File: src/rtl/kbh_pkg.sv
// kbh_pkg: shared types and constants of the key bucket hash block
package kbh_pkg;

    // field and state widths
    localparam int HASH_W   = 32;
    localparam int BYTE_W   = 8;
    localparam int LEN_W    = 7;
    localparam int POS_W    = 7;
    localparam int OPND_W   = 16;
    localparam int CNT_W    = 5;

    // position limits
    localparam logic [POS_W-1:0] POS_MAX       = 7'd127;
    localparam logic [POS_W-1:0] MAX_KEY_BYTES = 7'd64;

    // configuration
    localparam logic [HASH_W-1:0] TABLE_SIZE_RESET = 32'd1024;
    localparam int                PADDR_W          = 3;
    localparam logic [PADDR_W-1:0] ADDR_TABLE_SIZE = 3'd0;

    // queue between hash front and modulo back
    localparam int QUEUE_DEPTH_DEFAULT = 2;

    // hash front sequencer
    typedef enum logic [1:0] {
        F_IDLE,
        F_UPD,
        F_FIN
    } t_front_state;

    // pending update of the running hash
    typedef enum logic [1:0] {
        OP_NONE,
        OP_ADD,
        OP_MUL
    } t_op;

    // modulo unit sequencer
    typedef enum logic [1:0] {
        M_IDLE,
        M_RUN,
        M_DONE
    } t_mod_state;

    // one finished hash travelling to the queue
    typedef struct packed {
        logic              valid;
        logic [HASH_W-1:0] hash;
    } t_hash_beat;

endpackage

File: src/rtl/key_bucket_hash_top.sv
// key_bucket_hash_top: byte-serial key hash to bucket index, with config port
//
// channel   direction  handshake                    beat
// input     in         push / full                  key_byte, key_length, last_byte
// result    out        empty / pop                  bucket_index
// config    in         psel, penable, pwrite, pready table_size at byte address 0
//
// a key byte is taken in F_IDLE and worked in F_UPD (adder or 32x16 multiply), the last
// byte also passes F_FIN (the multiply by the length, held while the queue is full)
// each bucket index passes M_RUN in the modulo unit (one restoring step a cycle, skipped
// when table_size is 0), which runs behind a queue while the front takes the next key
// reset is synchronous: hash, position, queue and result valid are cleared,
// table_size returns to 1024
// full is high while a byte is worked or a final hash waits on a full queue; a result
// waiting on the output does not block the next key
module key_bucket_hash_top
    import kbh_pkg::*;
#(
    parameter int QUEUE_DEPTH = QUEUE_DEPTH_DEFAULT
) (
    input  logic               i_clk,
    input  logic               i_rst_n,
    // input channel
    input  logic               push,
    output logic               full,
    input  logic [BYTE_W-1:0]  i_key_byte,
    input  logic [LEN_W-1:0]   i_key_length,
    input  logic               i_last_byte,
    // result channel
    output logic               empty,
    input  logic               pop,
    output logic [HASH_W-1:0]  o_bucket_index,
    // configuration port
    input  logic               psel,
    input  logic               penable,
    input  logic               pwrite,
    input  logic [PADDR_W-1:0] paddr,
    input  logic [31:0]        pwdata,
    output logic [31:0]        prdata,
    output logic               pready
);

    logic [HASH_W-1:0] r_table_size;
    t_hash_beat        q_wr;
    logic              q_full;
    logic              q_empty;
    logic              q_rd;
    logic [HASH_W-1:0] q_data;

    // configuration register
    assign pready = 1'b1;
    assign prdata = (paddr == ADDR_TABLE_SIZE) ? r_table_size : '0;

    always_ff @(posedge i_clk) begin
        if (!i_rst_n) begin
            r_table_size <= TABLE_SIZE_RESET;
        end else if (psel && penable && pwrite && pready && paddr == ADDR_TABLE_SIZE) begin
            r_table_size <= pwdata;
        end
    end

    // hash front
    kbh_front u_front (
        .i_clk        (i_clk),
        .i_rst_n      (i_rst_n),
        .i_push       (push),
        .o_full       (full),
        .i_key_byte   (i_key_byte),
        .i_key_length (i_key_length),
        .i_last_byte  (i_last_byte),
        .i_q_full     (q_full),
        .o_q_wr       (q_wr)
    );

    // queue of final hashes
    kbh_fifo #(
        .DEPTH (QUEUE_DEPTH)
    ) u_fifo (
        .i_clk   (i_clk),
        .i_rst_n (i_rst_n),
        .i_wr    (q_wr),
        .o_full  (q_full),
        .i_rd    (q_rd),
        .o_empty (q_empty),
        .o_data  (q_data)
    );

    // modulo back end
    kbh_mod u_mod (
        .i_clk          (i_clk),
        .i_rst_n        (i_rst_n),
        .i_q_empty      (q_empty),
        .i_q_data       (q_data),
        .o_q_rd         (q_rd),
        .i_table_size   (r_table_size),
        .o_empty        (empty),
        .i_pop          (pop),
        .o_bucket_index (o_bucket_index)
    );

endmodule

File: src/rtl/kbh_front.sv
// kbh_front: takes key bytes and keeps the running hash, pushes each final hash
module kbh_front
    import kbh_pkg::*;
(
    input  logic              i_clk,
    input  logic              i_rst_n,
    input  logic              i_push,
    output logic              o_full,
    input  logic [BYTE_W-1:0] i_key_byte,
    input  logic [LEN_W-1:0]  i_key_length,
    input  logic              i_last_byte,
    input  logic              i_q_full,
    output t_hash_beat        o_q_wr
);

    t_front_state      r_state, n_state;
    logic [HASH_W-1:0] r_hash, n_hash;
    logic [POS_W-1:0]  r_pos, n_pos;
    t_op               r_op, n_op;
    logic [OPND_W-1:0] r_operand, n_operand;
    logic [LEN_W-1:0]  r_len;
    logic              r_last;

    logic                 accept;
    logic                 in_range;
    logic [14:0]          prod_bp;
    logic [14:0]          prod_bl;
    logic [OPND_W-1:0]    factor;
    logic [47:0]          upd_full;
    logic [38:0]          fin_full;

    assign accept = i_push && !o_full;

    // classify the byte: which update it makes
    always_comb begin
        in_range  = (r_pos < i_key_length) && (r_pos < MAX_KEY_BYTES);
        prod_bp   = {7'b0, i_key_byte} * {8'b0, r_pos};
        prod_bl   = {7'b0, i_key_byte} * {8'b0, i_key_length};
        factor    = {1'b0, prod_bp} + OPND_W'(i_key_length) + OPND_W'(r_pos);
        n_op      = OP_NONE;
        n_operand = '0;
        if (in_range) begin
            if (r_pos == '0) begin
                n_op      = OP_ADD;
                n_operand = OPND_W'(i_key_byte);
            end else if (r_pos == POS_W'(1)) begin
                n_op      = OP_ADD;
                n_operand = {1'b0, prod_bl};
            end else begin
                n_op      = OP_MUL;
                n_operand = factor;
            end
        end
    end

    // hash arithmetic: the update multiply and the final multiply by the length
    assign upd_full = r_hash * r_operand;
    assign fin_full = r_hash * r_len;

    // next state
    always_comb begin
        n_state = r_state;
        unique case (r_state)
            F_IDLE: begin
                if (accept) n_state = F_UPD;
            end
            F_UPD: begin
                n_state = r_last ? F_FIN : F_IDLE;
            end
            F_FIN: begin
                if (!i_q_full) n_state = F_IDLE;
            end
            default: n_state = F_IDLE;
        endcase
    end

    // outputs and datapath next values
    always_comb begin
        o_full      = (r_state != F_IDLE);
        o_q_wr.valid = (r_state == F_FIN) && !i_q_full;
        o_q_wr.hash  = fin_full[HASH_W-1:0];
        n_hash      = r_hash;
        n_pos       = r_pos;
        unique case (r_state)
            F_IDLE: begin
                if (accept && (r_pos < POS_MAX)) n_pos = r_pos + POS_W'(1);
            end
            F_UPD: begin
                case (r_op)
                    OP_ADD:  n_hash = r_hash + HASH_W'(r_operand);
                    OP_MUL:  n_hash = upd_full[HASH_W-1:0];
                    default: n_hash = r_hash;
                endcase
            end
            F_FIN: begin
                if (!i_q_full) begin
                    n_hash = '0;
                    n_pos  = '0;
                end
            end
            default: ;
        endcase
    end

    // control and hash state
    always_ff @(posedge i_clk) begin
        if (!i_rst_n) begin
            r_state <= F_IDLE;
            r_hash  <= '0;
            r_pos   <= '0;
            r_op    <= OP_NONE;
        end else begin
            r_state <= n_state;
            r_hash  <= n_hash;
            r_pos   <= n_pos;
            if (accept) r_op <= n_op;
        end
    end

    // captured byte details
    always_ff @(posedge i_clk) begin
        if (accept) begin
            r_operand <= n_operand;
            r_len     <= i_key_length;
            r_last    <= i_last_byte;
        end
    end

endmodule

File: src/rtl/kbh_fifo.sv
// kbh_fifo: short queue of final hashes between front and modulo unit
module kbh_fifo
    import kbh_pkg::*;
#(
    parameter int DEPTH = QUEUE_DEPTH_DEFAULT
) (
    input  logic              i_clk,
    input  logic              i_rst_n,
    input  t_hash_beat        i_wr,
    output logic              o_full,
    input  logic              i_rd,
    output logic              o_empty,
    output logic [HASH_W-1:0] o_data
);

    localparam int PTR_W = $clog2(DEPTH);
    localparam int CNT_W_Q = $clog2(DEPTH + 1);

    logic [HASH_W-1:0]  r_mem [DEPTH];
    logic [PTR_W-1:0]   r_wr_ptr, r_rd_ptr;
    logic [CNT_W_Q-1:0] r_count;
    logic               wr_en, rd_en;

    assign o_full  = (r_count == CNT_W_Q'(DEPTH));
    assign o_empty = (r_count == '0);
    assign wr_en   = i_wr.valid && !o_full;
    assign rd_en   = i_rd && !o_empty;
    assign o_data  = r_mem[r_rd_ptr];

    // storage
    always_ff @(posedge i_clk) begin
        if (wr_en) r_mem[r_wr_ptr] <= i_wr.hash;
    end

    // pointers and fill count
    always_ff @(posedge i_clk) begin
        if (!i_rst_n) begin
            r_wr_ptr <= '0;
            r_rd_ptr <= '0;
            r_count  <= '0;
        end else begin
            if (wr_en) begin
                r_wr_ptr <= (r_wr_ptr == PTR_W'(DEPTH - 1)) ? '0 : r_wr_ptr + PTR_W'(1);
            end
            if (rd_en) begin
                r_rd_ptr <= (r_rd_ptr == PTR_W'(DEPTH - 1)) ? '0 : r_rd_ptr + PTR_W'(1);
            end
            if (wr_en && !rd_en) r_count <= r_count + CNT_W_Q'(1);
            else if (rd_en && !wr_en) r_count <= r_count - CNT_W_Q'(1);
        end
    end

endmodule

File: src/rtl/kbh_mod.sv
// kbh_mod: bit-serial remainder of each hash by the table size, with result register
module kbh_mod
    import kbh_pkg::*;
(
    input  logic              i_clk,
    input  logic              i_rst_n,
    input  logic              i_q_empty,
    input  logic [HASH_W-1:0] i_q_data,
    output logic              o_q_rd,
    input  logic [HASH_W-1:0] i_table_size,
    output logic              o_empty,
    input  logic              i_pop,
    output logic [HASH_W-1:0] o_bucket_index
);

    t_mod_state        r_state, n_state;
    logic [HASH_W-1:0] r_num;
    logic [HASH_W:0]   r_rem;
    logic [HASH_W-1:0] r_div;
    logic [CNT_W-1:0]  r_cnt;
    logic              r_out_valid;
    logic [HASH_W-1:0] r_out;

    logic              take;
    logic              load_out;
    logic              out_free;
    logic [HASH_W:0]   shifted;
    logic [HASH_W:0]   step_rem;

    // one restoring step per cycle
    always_comb begin
        shifted  = {r_rem[HASH_W-1:0], r_num[HASH_W-1]};
        step_rem = (shifted >= {1'b0, r_div}) ? shifted - {1'b0, r_div} : shifted;
    end

    assign out_free = !r_out_valid || i_pop;

    // next state
    always_comb begin
        n_state = r_state;
        unique case (r_state)
            M_IDLE: begin
                if (!i_q_empty) n_state = (i_table_size == '0) ? M_DONE : M_RUN;
            end
            M_RUN: begin
                if (r_cnt == CNT_W'(HASH_W - 1)) n_state = M_DONE;
            end
            M_DONE: begin
                if (out_free) n_state = M_IDLE;
            end
            default: n_state = M_IDLE;
        endcase
    end

    // outputs
    always_comb begin
        take     = (r_state == M_IDLE) && !i_q_empty;
        load_out = (r_state == M_DONE) && out_free;
        o_q_rd   = take;
        o_empty  = !r_out_valid;
        o_bucket_index = r_out;
    end

    // sequencer and result valid
    always_ff @(posedge i_clk) begin
        if (!i_rst_n) begin
            r_state     <= M_IDLE;
            r_out_valid <= 1'b0;
        end else begin
            r_state <= n_state;
            if (load_out) r_out_valid <= 1'b1;
            else if (i_pop) r_out_valid <= 1'b0;
        end
    end

    // divider datapath
    always_ff @(posedge i_clk) begin
        if (take) begin
            r_num <= i_q_data;
            r_div <= i_table_size;
            r_cnt <= '0;
            r_rem <= (i_table_size == '0) ? {1'b0, i_q_data} : '0;
        end else if (r_state == M_RUN) begin
            r_num <= {r_num[HASH_W-2:0], 1'b0};
            r_rem <= step_rem;
            r_cnt <= r_cnt + CNT_W'(1);
        end
        if (load_out) r_out <= r_rem[HASH_W-1:0];
    end

endmodule
File: config.mk
export PLATFORM = sky130hd
export DESIGN_NAME = key_bucket_hash_top
export DESIGN_NICKNAME = d
export VERILOG_FILES = /design/src/rtl/kbh_pkg.sv /design/src/rtl/key_bucket_hash_top.sv /design/src/rtl/kbh_front.sv /design/src/rtl/kbh_fifo.sv /design/src/rtl/kbh_mod.sv
export SDC_FILE = /design/constraint.sdc
export NUM_CORES = 2
export LEC_CHECK = 0
export ABC_AREA = 0
export BUFFER_PORTS_ARGS = -buffer_cell sky130_fd_sc_hd__buf_2
export CORE_MARGIN = 4
export CORE_UTILIZATION = 40
export DETAILED_ROUTE_END_ITERATION = 10
export GPL_TIMING_DRIVEN = 0
export SLEW_MARGIN = 30
export SYNTH_ARGS = -nofsm -noshare
export SYNTH_HDL_FRONTEND = slang
export SYNTH_SLANG_ARGS = --single-unit
File: constraint.sdc
create_clock -name i_clk -period 13 [get_ports i_clk]
set_clock_uncertainty 0.1 [all_clocks]
set_input_delay 1.95 -clock i_clk [delete_from_list [all_inputs] [get_ports i_clk]]
set_output_delay 1.95 -clock i_clk [all_outputs]
set_load 0.02 [all_outputs]
==> out/metrics.csv <==
metric;value;unit
count_of_state_elements_after_synthesis;304;
viasPerCell;5.27;
synthAdderAreaFrac;36.7;%
floorplan.rows;109;
postRouteWirelength;107;mm
cts_setup_buffers;0;
dominantRegCellSynth;sky130_fd_sc_hd__edfxtp_1;
grt_first_pass_wirelength;167;mm
main_combinational_cell_family_by_area_after_synthesis;adder cells;
floorplan.die.height;307;µm
tns;0;ns
post_cts_resize_count;0;
cts_htree_levels;2;
netlist.top_cell.by_area;sky130_fd_sc_hd__fa_1;
layout-area-overhead-vs-synth;9.22;%
critical_path_required;13.34;ns
routed-via-count;27600;
cts_root_buffer;sky130_fd_sc_hd__clkbuf_16;
globalRouteTotalUtil;22.8;%
nets;4860;
synth_largest_type_area_fraction;28.5;%
clock_insertion_delay_worst_skew;0.55;ns
max_cap_violations;0;
synth_xor_xnor_area_share;3.69;%
grt_antenna_before_repair;3;
clock.fmax;128;MHz
dp_hpwl;87.2;mm
gate_count_after_technology_mapping;3891;
synth.yosys.warnings;0;
slew_violations;0;
grt_setup_unrepaired;no;
synth.area.mux_share;1.30;%
number_of_nets_produced_by_synthesis;4695;
startpoint_type_of_the_worst_setup_path;register;
vdd.ir_drop.worst;0.136;mV
cts_hold_buffers;0;
antenna_violating_nets_post_route;0;
yosysSeqAreaShare;23.0;%
holdCritPathClass;reg -> reg;
design.portCount;125;
post_synth_instance_area;35900;µm²
report.final.hold_viol_count;0;
run_status;finished, final reports clean;
tightestPinTransition;0.999;ns
ys_async_sr_fraction;0;%
finalSetupViolCount;0;
cts_num_sinks;304;
final_min_period_over_clock_period;60.1;%
worst_slack;5.19;ns
cp_max_fo;10;
grt_max_degree;47;
drcViolationCount;0;
cts-buffers-inserted;34;
cp_data_arrival_time;8.15;ns
drive_above_1_share;5.49;%
grt_pass1_vias;28300;
path_class;reg -> reg;
crit_path_end_kind;register;
fin_hold_ws;0.382;ns
total_leakage_power;17.5;nW
starting_density_of_the_core;40.5;%
synth-compound-area-share;9.75;%
tritoncts;built;
syn-mean-instance-area;9.22;µm²
die_area;94500;µm²
floorplan.core_area;88600;µm²
share_of_synthesized_cell_area_in_and_or_nand_and_nor_gates;17.0;%
number_of_enable_flip_flop_cells_after_synthesis;216;
drt-wirelength-per-cell;20.3;µm
clk_pin_slew;0.06;ns
drc_marker_count_from_the_first_detailed_route_iteration;1913;
grt_overflow;0;
clockBufferDepth;3;
timing.max_slew.rel_slack;33.4;%
count_of_buffers_from_port_buffering;123;
fp.dieW;307;µm
firstDrtPassIters;5;
finalWorstPathRequiredPeriod;7.81;ns
yosysUniqueCellTypes;82;
powerDensity;145;nW/µm²
synth.top_cells.by_area;sky130_fd_sc_hd__fa_1 (29%), sky130_fd_sc_hd__edfxtp_1 (18%), sky130_fd_sc_hd__ha_1 (8.2%), sky130_fd_sc_hd__nand2_1 (7.1%), sky130_fd_sc_hd__inv_1 (6.4%);
preCtsSetupSlack;5.23;ns
finalWeightedCongestion;0.960;
==> registers in the layout (all words and copies together) (netlist names), named ones only <==
| register | count |
|---|---|
| u_front.r_state | 2 |
| u_front.r_op | 2 |
| u_fifo.r_rd_ptr | 1 |
| u_front.r_last | 1 |
| u_fifo.r_wr_ptr | 1 |
| u_mod.o_bucket_index | 32 |
| u_fifo.r_mem | 64 |
| u_mod.r_num | 32 |
| u_front.r_len | 7 |
| r_table_size | 32 |
| u_front.r_pos | 7 |
| u_fifo.r_count | 2 |
| u_mod.r_div | 32 |
| u_mod.r_rem | 32 |
| u_mod.r_out_valid | 1 |
| u_mod.r_state | 2 |
| u_front.r_operand | 16 |
| u_mod.r_cnt | 5 |
| u_front.r_hash | 32 |
==> critical path, stage by stage (launching register included) <==
cell                        delay (ns)
sky130_fd_sc_hd__edfxtp_1         0.68
sky130_fd_sc_hd__clkbuf_1         0.58
sky130_fd_sc_hd__clkbuf_1         0.48
sky130_fd_sc_hd__nand2_1          0.15
sky130_fd_sc_hd__fa_1             0.57
sky130_fd_sc_hd__inv_1            0.05
sky130_fd_sc_hd__fa_1             0.53
sky130_fd_sc_hd__inv_1            0.05
sky130_fd_sc_hd__fa_1             0.49
sky130_fd_sc_hd__inv_1            0.05
sky130_fd_sc_hd__fa_1             0.51
sky130_fd_sc_hd__fa_1             0.49
sky130_fd_sc_hd__inv_1            0.05
sky130_fd_sc_hd__fa_1             0.48
sky130_fd_sc_hd__inv_1            0.05
sky130_fd_sc_hd__ha_1             0.36
sky130_fd_sc_hd__a21o_1           0.23
sky130_fd_sc_hd__a21o_1           0.17
sky130_fd_sc_hd__a21o_1           0.18
sky130_fd_sc_hd__a21o_1           0.17
sky130_fd_sc_hd__a21o_1           0.19
sky130_fd_sc_hd__a41o_1           0.25
sky130_fd_sc_hd__a2111oi_2        0.35
sky130_fd_sc_hd__a41o_1           0.15
sky130_fd_sc_hd__a21oi_1          0.07
sky130_fd_sc_hd__o211a_1          0.24
==> per-layer routing <==
| metal | global-route usage (%) | routed length (µm) | vias up |
|---|---|---|---|
| met4 | 6.40 | 3390 | 2 |
| li1 | - | - | 12700 |
| met5 | 0 | 11 | - |
| met1 | 31.3 | 46400 | 13900 |
| met2 | 37.8 | 49300 | 891 |
| met3 | 3.67 | 7470 | 167 |
==> synth_stat cells (40+ instances only) <==
cell type,instances
sky130_fd_sc_hd__nand2_1,674
sky130_fd_sc_hd__inv_1,611
sky130_fd_sc_hd__fa_1,511
sky130_fd_sc_hd__and2_1,292
sky130_fd_sc_hd__ha_1,235
sky130_fd_sc_hd__edfxtp_1,216
sky130_fd_sc_hd__clkbuf_1,183
sky130_fd_sc_hd__nor2_1,127
sky130_fd_sc_hd__o21ai_0,125
sky130_fd_sc_hd__a21oi_1,116
sky130_fd_sc_hd__xnor2_1,96
sky130_fd_sc_hd__dfxtp_1,88
sky130_fd_sc_hd__xor2_1,55
sky130_fd_sc_hd__a21o_1,51
sky130_fd_sc_hd__nor3_1,44
sky130_fd_sc_hd__a21boi_0,40
sky130_fd_sc_hd__mux2i_1,40
==> area by class of cell <==
type	instances	area (µm²)
well taps	1165	1460
repair buffers	129	746
inverters	612	2300
diodes	2	5.00
fillers	8722	49500
clock buffers	46	958
clock inverters	13	111
plain buffers	199	778
multi-input cells	2776	24600
flip-flops and latches	304	8250
==> power breakdown <==
group          leakage (nW)  internal (mW)  switching (mW)
Combinational          14.2           1.21            1.97
Sequential             2.75           1.37           0.166
Clock                 0.524          0.541           0.408
Total                  17.5           3.13            2.55
==> cells in the final DEF, fill, tap and decap left out, types with 9 or more instances in the layout <==
| cell | count |
|---|---|
| sky130_fd_sc_hd__nand2_1 | 674 |
| sky130_fd_sc_hd__inv_1 | 611 |
| sky130_fd_sc_hd__fa_1 | 511 |
| sky130_fd_sc_hd__and2_1 | 291 |
| sky130_fd_sc_hd__ha_1 | 235 |
| sky130_fd_sc_hd__edfxtp_1 | 216 |
| sky130_fd_sc_hd__clkbuf_1 | 189 |
| sky130_fd_sc_hd__buf_2 | 128 |
| sky130_fd_sc_hd__o21ai_0 | 125 |
| sky130_fd_sc_hd__nor2_1 | 125 |
| sky130_fd_sc_hd__a21oi_1 | 116 |
| sky130_fd_sc_hd__xnor2_1 | 96 |
| sky130_fd_sc_hd__dfxtp_1 | 88 |
| sky130_fd_sc_hd__xor2_1 | 55 |
| sky130_fd_sc_hd__a21o_1 | 51 |
| sky130_fd_sc_hd__nor3_1 | 44 |
| sky130_fd_sc_hd__a21boi_0 | 40 |
| sky130_fd_sc_hd__mux2i_1 | 40 |
| sky130_fd_sc_hd__clkbuf_16 | 36 |
| sky130_fd_sc_hd__nand3_1 | 33 |
| sky130_fd_sc_hd__nor2b_1 | 26 |
| sky130_fd_sc_hd__a31oi_1 | 26 |
| sky130_fd_sc_hd__o21a_1 | 21 |
| sky130_fd_sc_hd__o22ai_1 | 21 |
| sky130_fd_sc_hd__nand2b_1 | 19 |
| sky130_fd_sc_hd__and3_1 | 17 |
| sky130_fd_sc_hd__o211ai_1 | 17 |
| sky130_fd_sc_hd__nand4_1 | 15 |
| sky130_fd_sc_hd__or3_1 | 14 |
| sky130_fd_sc_hd__a211oi_1 | 14 |
| sky130_fd_sc_hd__nor4_1 | 13 |
| sky130_fd_sc_hd__o21bai_1 | 13 |
| sky130_fd_sc_hd__or2_2 | 9 |
| sky130_fd_sc_hd__o31ai_1 | 9 |
| sky130_fd_sc_hd__a22oi_1 | 9 |
==> worst paths after layout <==
check	startpoint	endpoint	slack (ns)	depth (start not counted)
min	r_table_size[6]$_SDFFE_PN0P_	u_mod.r_div[6]$_DFFE_PP_	0.38	0
max reg2reg	u_front.r_operand[1]$_SDFFCE_PN0P_	u_front.r_hash[29]$_SDFFE_PN0P_	5.19	25
min reg2reg	r_table_size[6]$_SDFFE_PN0P_	u_mod.r_div[6]$_DFFE_PP_	0.38	0
max	u_front.r_operand[1]$_SDFFCE_PN0P_	u_front.r_hash[29]$_SDFFE_PN0P_	5.19	25
==> cells by family after synthesis <==
family	after synthesis
AO/OA/AOI/OAI	528
XOR/XNOR	151
adder cells (fa/ha/maj)	746
buffers and inverters	811
flip-flops	304
multiplexers	46
other	1
AND/OR/NAND/NOR	1304
==> through the flow <==
step           std cells  power (mW)  instance area [µm²]  util (%)
2_1_floorplan       3891        3.73                35900         -
3_3_place_gp        5179        4.65                38000      42.8
3_5_place_dp        5184        4.68                38100      43.0
4_1_cts             5243        5.67                39200      44.2
5_1_grt             5244        6.10                39200      44.2
6_report            5246        5.67                39200      44.2
No activity file was read; power rests on OpenSTA's default activity.
